`src/hw/rtl/lfpr_pkg.sv`:
```
`default_nettype none

package lfpr_pkg;

  // Payload store of one frame.
  localparam int STORE_DEPTH = 16;
  localparam int STORE_AW    = $clog2(STORE_DEPTH);
  localparam int LEN_W       = $clog2(STORE_DEPTH + 1);
  localparam int CNT_W       = 5;

  localparam int CFG_IDX_W = 8;

  // Configuration register indexes.
  localparam logic [CFG_IDX_W-1:0] CFG_HEADER_VALUE = 8'd0;
  localparam logic [CFG_IDX_W-1:0] CFG_IDLE_LIMIT   = 8'd1;

  localparam logic [7:0] HEADER_RESET     = 8'h11;
  localparam logic [7:0] IDLE_LIMIT_RESET = 8'd100;

  // Input word kinds.
  localparam logic KIND_BYTE = 1'b0;
  localparam logic KIND_TICK = 1'b1;

  // Result status codes.
  localparam logic STATUS_OK  = 1'b0;
  localparam logic STATUS_ERR = 1'b1;

  typedef enum logic [1:0] {
    ST_RUN,
    ST_FETCH,
    ST_LOAD
  } lfpr_state_t;

  typedef struct packed {
    logic take;
    logic load_err;
    logic emit_clear;
    logic emit_load;
  } lfpr_cmd_t;

  typedef struct packed {
    logic close_good;
    logic close_bad;
    logic emit_last;
    logic out_free;
  } lfpr_sts_t;

endpackage

`default_nettype wire

```
`src/hw/rtl/lfpr_dp.sv`:
```
`default_nettype none

module lfpr_dp
  import lfpr_pkg::*;
#(
  parameter int MAX_FRAME_LEN = 20
) (
  input  wire logic                 clk,
  input  wire logic                 rst_n,
  input  wire lfpr_cmd_t            cmd,
  output lfpr_sts_t                 sts,
  input  wire logic                 in_kind,
  input  wire logic [7:0]           in_byte,
  input  wire logic                 cfg_we,
  input  wire logic [CFG_IDX_W-1:0] cfg_index,
  input  wire logic [7:0]           cfg_data,
  input  wire logic                 out_tready,
  output logic                      out_valid,
  output logic                      out_status,
  output logic [7:0]                out_byte,
  output logic                      out_last
);

  localparam logic [8:0] MaxLen = 9'(MAX_FRAME_LEN);

  logic [7:0]          header_r;
  logic [7:0]          idle_limit_r;
  logic [7:0]          idle_count_r, idle_count_nxt;
  logic [CNT_W-1:0]    byte_count_r, byte_count_nxt;
  logic [LEN_W-1:0]    decl_len_r, decl_len_nxt;
  logic [7:0]          sum_r, sum_nxt;
  logic [7:0]          mem [STORE_DEPTH];
  logic [7:0]          rd_data_r;
  logic [STORE_AW-1:0] emit_idx_r;
  logic                out_valid_r;
  logic                out_status_r;
  logic [7:0]          out_byte_r;
  logic                out_last_r;

  logic                idle_expired;
  logic [CNT_W-1:0]    bc_eff;
  logic [CNT_W-1:0]    pos;
  logic                len_ok;
  logic                wr_en;
  logic                close_good, close_bad;

  always_comb begin
    idle_expired   = idle_count_r >= idle_limit_r;
    bc_eff         = idle_expired ? '0 : byte_count_r;
    pos            = bc_eff - CNT_W'(2);
    len_ok         = (({1'b0, in_byte} + 9'd3) < MaxLen) && (in_byte <= 8'(STORE_DEPTH));
    idle_count_nxt = idle_expired ? idle_count_r : idle_count_r + 8'd1;
    byte_count_nxt = bc_eff;
    decl_len_nxt   = decl_len_r;
    sum_nxt        = sum_r;
    wr_en          = 1'b0;
    close_good     = 1'b0;
    close_bad      = 1'b0;
    if (in_kind == KIND_BYTE) begin
      idle_count_nxt = '0;
      if (bc_eff == CNT_W'(0)) begin
        if (in_byte == header_r) begin
          sum_nxt        = in_byte;
          byte_count_nxt = CNT_W'(1);
        end
      end else if (bc_eff == CNT_W'(1)) begin
        if (!len_ok) begin
          byte_count_nxt = '0;
        end else begin
          decl_len_nxt   = in_byte[LEN_W-1:0];
          sum_nxt        = sum_r + in_byte;
          byte_count_nxt = CNT_W'(2);
        end
      end else if (pos < CNT_W'(decl_len_r)) begin
        wr_en          = 1'b1;
        sum_nxt        = sum_r + in_byte;
        byte_count_nxt = bc_eff + CNT_W'(1);
      end else begin
        // Checksum word closes the frame; an empty frame is never checked.
        byte_count_nxt = '0;
        if (decl_len_r != '0) begin
          close_good = (in_byte == sum_r);
          close_bad  = (in_byte != sum_r);
        end
      end
    end
  end

  always_comb begin
    sts.close_good = close_good;
    sts.close_bad  = close_bad;
    sts.emit_last  = (LEN_W'(emit_idx_r) + LEN_W'(1)) == decl_len_r;
    sts.out_free   = !out_valid_r || out_tready;
  end

  always_ff @(posedge clk) begin
    if (!rst_n) begin
      header_r     <= HEADER_RESET;
      idle_limit_r <= IDLE_LIMIT_RESET;
    end else if (cfg_we) begin
      if (cfg_index == CFG_HEADER_VALUE) begin
        header_r <= cfg_data;
      end else if (cfg_index == CFG_IDLE_LIMIT) begin
        idle_limit_r <= cfg_data;
      end
    end
  end

  always_ff @(posedge clk) begin
    if (!rst_n) begin
      idle_count_r <= '0;
      byte_count_r <= '0;
      decl_len_r   <= '0;
      sum_r        <= '0;
    end else if (cmd.take) begin
      idle_count_r <= idle_count_nxt;
      byte_count_r <= byte_count_nxt;
      decl_len_r   <= decl_len_nxt;
      sum_r        <= sum_nxt;
    end
  end

  always_ff @(posedge clk) begin
    if (cmd.take && wr_en) begin
      mem[pos[STORE_AW-1:0]] <= in_byte;
    end
  end

  always_ff @(posedge clk) begin
    rd_data_r <= mem[emit_idx_r];
  end

  always_ff @(posedge clk) begin
    if (!rst_n) begin
      emit_idx_r <= '0;
    end else if (cmd.emit_clear) begin
      emit_idx_r <= '0;
    end else if (cmd.emit_load) begin
      emit_idx_r <= emit_idx_r + STORE_AW'(1);
    end
  end

  always_ff @(posedge clk) begin
    if (!rst_n) begin
      out_valid_r <= 1'b0;
    end else if (cmd.load_err || cmd.emit_load) begin
      out_valid_r <= 1'b1;
    end else if (out_tready) begin
      out_valid_r <= 1'b0;
    end
  end

  always_ff @(posedge clk) begin
    if (cmd.load_err) begin
      out_status_r <= STATUS_ERR;
      out_byte_r   <= '0;
      out_last_r   <= 1'b1;
    end else if (cmd.emit_load) begin
      out_status_r <= STATUS_OK;
      out_byte_r   <= rd_data_r;
      out_last_r   <= sts.emit_last;
    end
  end

  assign out_valid  = out_valid_r;
  assign out_status = out_status_r;
  assign out_byte   = out_byte_r;
  assign out_last   = out_last_r;

  // A result must never overwrite one that has not been taken.
  a_no_overwrite: assert property (@(posedge clk) disable iff (!rst_n)
    (cmd.load_err || cmd.emit_load) |-> (!out_valid_r || out_tready))
    else $error("result register overwritten while still pending");

  a_one_load: assert property (@(posedge clk) disable iff (!rst_n)
    !(cmd.load_err && cmd.emit_load))
    else $error("error and payload results loaded together");

  a_sum_hold: assert property (@(posedge clk) disable iff (!rst_n)
    !$past(cmd.take) && $past(rst_n) |-> $stable(sum_r) && $stable(byte_count_r))
    else $error("frame state changed without an accepted word");

endmodule

`default_nettype wire

```
`src/hw/rtl/lfpr_ctrl.sv`:
```
`default_nettype none

module lfpr_ctrl
  import lfpr_pkg::*;
(
  input  wire logic      clk,
  input  wire logic      rst_n,
  input  wire logic      in_tvalid,
  output logic           in_tready,
  input  wire lfpr_sts_t sts,
  output lfpr_cmd_t      cmd
);

  lfpr_state_t state_r, state_nxt;

  always_ff @(posedge clk) begin
    if (!rst_n) begin
      state_r <= ST_RUN;
    end else begin
      state_r <= state_nxt;
    end
  end

  always_comb begin
    state_nxt      = state_r;
    in_tready      = 1'b0;
    cmd.take       = 1'b0;
    cmd.load_err   = 1'b0;
    cmd.emit_clear = 1'b0;
    cmd.emit_load  = 1'b0;
    case (state_r)
      ST_RUN: begin
        in_tready    = sts.out_free;
        cmd.take     = in_tvalid && sts.out_free;
        cmd.load_err = cmd.take && sts.close_bad;
        if (cmd.take && sts.close_good) begin
          cmd.emit_clear = 1'b1;
          state_nxt      = ST_FETCH;
        end
      end
      // The store read address settles here; the data is registered for ST_LOAD.
      ST_FETCH: begin
        state_nxt = ST_LOAD;
      end
      ST_LOAD: begin
        if (sts.out_free) begin
          cmd.emit_load = 1'b1;
          state_nxt     = sts.emit_last ? ST_RUN : ST_FETCH;
        end
      end
      default: begin
        state_nxt = ST_RUN;
      end
    endcase
  end

  a_no_take_in_burst: assert property (@(posedge clk) disable iff (!rst_n)
    (state_r != ST_RUN) |-> !in_tready)
    else $error("input accepted during payload burst");

  a_burst_start: assert property (@(posedge clk) disable iff (!rst_n)
    (cmd.take && sts.close_good) |=> (state_r == ST_FETCH))
    else $error("good frame did not start a payload burst");

  a_fetch_then_load: assert property (@(posedge clk) disable iff (!rst_n)
    (state_r == ST_FETCH) |=> (state_r == ST_LOAD))
    else $error("store fetch not followed by load");

endmodule

`default_nettype wire

```
`src/hw/rtl/length_framed_packet_receiver_core.sv`:
```
`default_nettype none

// Receiver for length-prefixed serial frames: header byte, length byte L, L payload
// bytes and an 8-bit additive checksum of all preceding bytes. Each input word is a
// received byte or an idle tick (tuser high); a partial frame is dropped once
// idle_limit ticks pass without a byte, and lengths that do not fit the 16-byte store
// or MAX_FRAME_LEN abort the frame. While receiving, one input word is taken per
// cycle while the result register is free. A good frame with L > 0 is then sent
// as L payload words, tlast on the final one, each paced by the registered read
// of the payload store (address step, then load of the output register once it
// is free); no input is taken during that burst. A checksum mismatch gives one
// word with tuser high, data zero and tlast high. Configuration writes are always
// ready; index 0 is the header value (reset 0x11), index 1 the idle limit (reset 100).
module length_framed_packet_receiver_core
  import lfpr_pkg::*;
#(
  parameter int MAX_FRAME_LEN = 20
) (
  input  wire logic                 clk,
  input  wire logic                 rst_n,
  input  wire logic                 in_tvalid,
  output logic                      in_tready,
  input  wire logic [7:0]           in_tdata,   // [7:0] rx_byte
  input  wire logic                 in_tuser,   // [0] kind: 0 byte, 1 idle tick
  output logic                      out_tvalid,
  input  wire logic                 out_tready,
  output logic [7:0]                out_tdata,  // [7:0] payload_byte
  output logic                      out_tuser,  // [0] status: 0 payload, 1 checksum error
  output logic                      out_tlast,
  input  wire logic                 cfg_valid,
  output logic                      cfg_ready,
  input  wire logic [CFG_IDX_W-1:0] cfg_index,
  input  wire logic [7:0]           cfg_data
);

  lfpr_cmd_t cmd;
  lfpr_sts_t sts;

  assign cfg_ready = 1'b1;

  lfpr_ctrl u_ctrl (
    .clk       (clk),
    .rst_n     (rst_n),
    .in_tvalid (in_tvalid),
    .in_tready (in_tready),
    .sts       (sts),
    .cmd       (cmd)
  );

  lfpr_dp #(
    .MAX_FRAME_LEN (MAX_FRAME_LEN)
  ) u_dp (
    .clk        (clk),
    .rst_n      (rst_n),
    .cmd        (cmd),
    .sts        (sts),
    .in_kind    (in_tuser),
    .in_byte    (in_tdata),
    .cfg_we     (cfg_valid && cfg_ready),
    .cfg_index  (cfg_index),
    .cfg_data   (cfg_data),
    .out_tready (out_tready),
    .out_valid  (out_tvalid),
    .out_status (out_tuser),
    .out_byte   (out_tdata),
    .out_last   (out_tlast)
  );

endmodule

`default_nettype wire

```
`config.mk`:
```
export PLATFORM = sky130hd
export DESIGN_NAME = length_framed_packet_receiver_core
export DESIGN_NICKNAME = d
export VERILOG_FILES = /design/src/hw/rtl/lfpr_pkg.sv /design/src/hw/rtl/lfpr_dp.sv /design/src/hw/rtl/lfpr_ctrl.sv /design/src/hw/rtl/length_framed_packet_receiver_core.sv
export SDC_FILE = /design/constraint.sdc
export NUM_CORES = 1
export LEC_CHECK = 0
export BUFFER_PORTS_ARGS = -buffer_cell sky130_fd_sc_hd__buf_2
export CORE_AREA = 2 2 129 131
export DETAILED_ROUTE_END_ITERATION = 16
export DIE_AREA = 0 0 131 133
export PLACE_DENSITY_LB_ADDON = 0.3
export SYNTH_ARGS = -nofsm -noshare
export SYNTH_HDL_FRONTEND = slang
export SYNTH_SLANG_ARGS = --single-unit
```
`constraint.sdc`:
```
create_clock -name clk -period 4.52 [get_ports clk]
set_input_delay 0.452 -clock clk [delete_from_list [all_inputs] [get_ports clk]]
set_output_delay 0.452 -clock clk [all_outputs]
set_load 0.005 [all_outputs]
```
==> results.json <==
{
  "status": "complete, no violations",
  "synth_area_leader_cell": "edfxtp_1",
  "cp_data_required_time_ps": 4670,
  "cts_root_buffer": "clkbuf_16",
  "grt_use_met1": 0.320,
  "diodes": 0,
  "top_usage_layer": "met2",
  "finalNetCount": 746,
  "drtIter0Drc": 592,
  "ys.flop_type": "edfxtp_1",
  "path_max_fanout": 8,
  "syn_nets": 702,
  "synth.distinct_cells": 61,
  "clock_sinks": 195,
  "placed_cells": 888,
  "first_global_vias": 5421,
  "worstMarginPinSlew_ps": 1130,
  "dp_hpwl_mm": 13.0,
  "drt-total-wl_mm": 19.2,
  "vias": 5462,
  "synth_async_sr_flop_share": 0,
  "rows": 47,
  "finalPower_mw": 3.47,
  "netlist_area_um2": 8720,
  "start_util": 0.539,
  "drive_gt1_frac": 0.223,
  "ios": 43,
  "synthTopCellsByArea": "edfxtp_1 44%, dfxtp_1 15%, mux4_2 10%",
  "utilization": 0.608,
  "peakVddDrop_mv": 0.289,
  "end_kind": "flip-flop",
  "synthTopCellsByCount": "128 x edfxtp_1, 67 x dfxtp_1, 47 x nor2_1, 45 x nand2_1, 40 x mux4_2",
  "period_minus_slack_ps": 4260,
  "yosys_register_bits": 195,
  "synth.most_common_cell": "edfxtp_1",
  "cpPeakStageDelay_ps": 520,
  "antenna_found_initial": 0,
  "cts_tree": "built",
  "final_cells": 921,
  "clock_latency_ps": 440,
  "grt_max_degree": 36,
  "crit_buf_inv": 1,
  "maxSlewViolCount": 0,
  "finClkSkew_ps": 12.4,
  "worst_ep_arrival_time_ps": 4410,
  "die_x_um": 131,
  "crit_top_cell": "ha_1",
  "grt.overflow.total": 0,
  "die_area_um2": 17400,
  "syn_avg_cell_area_um2": 13.5,
  "maxCapViolations": 0,
  "path_depth": 16,
  "setup_violations": 0,
  "grt.total_usage": 0.233,
  "slew_headroom": 0.247,
  "clkSlewWorstSetupHoldPaths_ps": 70,
  "grt_use_met3": 0.0510,
  "worstSetupPathType": "reg -> reg",
  "clock_tree.htree_level_count": 4,
  "cts_made_buffers": 17,
  "min_path_cells": 3,
  "synth_edf_count": 128,
  "ys_warn_count": 0,
  "gp_congestion": 0.858,
  "syn-instance-count": 644,
  "synth_top_area_frac": 0.441,
  "routed_via_density": 5.93,
  "start_kind": "flip-flop",
  "finalHoldViolCount": 0,
  "portBuffers": 41,
  "cpLargestDelayFamily": "simple AND/OR/NAND/NOR gates",
  "core_area_um2": 16200,
  "route.detailed.drc": 0,
  "firstDrtPassIters": 5,
  "drt-wirelength-per-cell_um": 20.8,
  "clock.fmax_ghz": 0.235,
  "drtAntennaViolNets": 0,
  "slowest_stage": "or4_1",
  "grt_pass1_wl_mm": 29.8,
  "ff2ff_path_depth": 16,
  "die_h_um": 133,
  "hold_buffers": 0,
  "synth-seq-area-share": 0.595,
  "leakagePower_nw": 3.53,
  "path_cells": "ha_1, or4_1, a21o_1, o211a_1, nor2_2, nand2_1, ha_1, xnor2_1, ha_1, a21oi_2, a21oi_2, a311oi_1, buf_4, nand4_1, nor2b_4, and2_4",
  "syn2layout_area_growth_pct": 12.8,
  "powerDensity_nw_per_um2": 352,
  "hold_path_class": "in -> reg",
  "clk_path_buf_depth": 2,
  "gr-usage-met2": 0.370,
  "finalCritPeriodShare": 0.943
}
==> worst register-to-register path, stage by stage (launching register included) <==
cell	delay [ps]
dfxtp_1	340
ha_1	250
or4_1	520
a21o_1	180
o211a_1	160
nor2_2	170
nand2_1	130
ha_1	240
xnor2_1	220
ha_1	320
a21oi_2	250
a21oi_2	100
a311oi_1	210
buf_4	180
nand4_1	240
nor2b_4	260
and2_4	240
==> through the flow <==
step	setup TNS, ps	cell area (um2)	setup WS (ps)	hold slack (ps)
2_1_floorplan	0	8720	228	417
3_3_place_gp	0	9150	207	424
3_5_place_dp	0	9150	6.52	425
4_1_cts	0	9750	5.06	245
5_1_grt	-51.0	9830	-6.43	257
6_report	0	9830	259	257
==> power breakdown <==
group / internal (mW) / switching, mW / total [mW]
clock network: 0.751 / 0.732 / 1.48
registers: 1.89 / 0.00121 / 1.90
logic: 0.0239 / 0.0627 / 0.0866
==> state kept, by name (all words and copies together) (netlist names) <==
| name | count |
|---|---|
| u_dp.out_status | 1 |
| u_dp.rd_data_r | 8 |
| u_dp.idle_count_r | 8 |
| u_dp.out_byte | 8 |
| u_dp.sum_r | 8 |
| u_ctrl.state_r | 2 |
| u_dp.decl_len_r | 5 |
| u_dp.out_last | 1 |
| u_dp.header_r | 8 |
| u_dp.out_valid | 1 |
| u_dp.emit_idx_r | 4 |
| u_dp.idle_limit_r | 8 |
| u_dp.byte_count_r | 5 |
| u_dp.mem | 128 |
==> cells by family after synthesis <==
logic type                 share of synthesized area
other                                       0.000430
AOI/OAI and AO/OA                             0.0722
xor gates and xnor gates                      0.0261
muxes                                          0.134
buffers and inverters                         0.0244
DFF                                            0.595
and+or+nand+nor                                0.107
adders and majority gates                     0.0411
==> worst paths after layout <==
| check | start | endpoint | slack [ps] |
|---|---|---|---|
| setup reg to reg | u_dp.idle_count_r[4] | u_dp.mem[11][1] | 260 |
| hold / removal | cfg_data[2] | u_dp.idle_limit_r[2] | 260 |
| hold reg to reg | u_dp.rd_data_r[0] | u_dp.out_byte[0] | 440 |
| setup / recovery | u_dp.idle_count_r[4] | u_dp.mem[11][1] | 260 |
==> repair_timing <==
| action | CTS | global route |
|---|---|---|
| resized for setup | 2 | 41 |
| pin swaps | 0 | 3 |
| setup buffers | 0 | 1 |
| setup endpoints to repair | 13 | 132 |
==> cell usage in the layout (no fill, tap or decap), drive strengths merged, types with 3 or more instances in the layout <==
cell and instances:
o21a 3, nor3 15, nor2b 9, o21bai 3, nand4 13, nand2 45, a211oi 7, mux2i 27
nor2 47, clkinv 3, xnor2 16, buf 52, clkbuf 17, xor2 10, nor4 3, ha 27
dfxtp 67, a21o 3, edfxtp 128, a21oi 31, o21ai 15, nand2b 7, mux4 40, a31oi 3
nand3 10, inv 36, o211ai 5, or3 3, and2 19, and3 4
==> metal layers <==
layer	up-vias	wire, um	share of wire
li1	2514	-	-
met1	2686	8140	0.42
met2	236	9430	0.49
met3	26	1260	0.066
met4	0	342	0.018
met5	-	0	0
==> final cells by class <==
cell class,count,area [um2]
Clock buffer,17,425
Clock inverter,15,168
Fill cell,1216,6340
Inverter,25,93.8
Multi-Input combinational cell,397,3400
Sequential cell,195,5190
Tap cell,220,275
Timing Repair Buffer,52,288
Power figures use the tool's default switching activity.
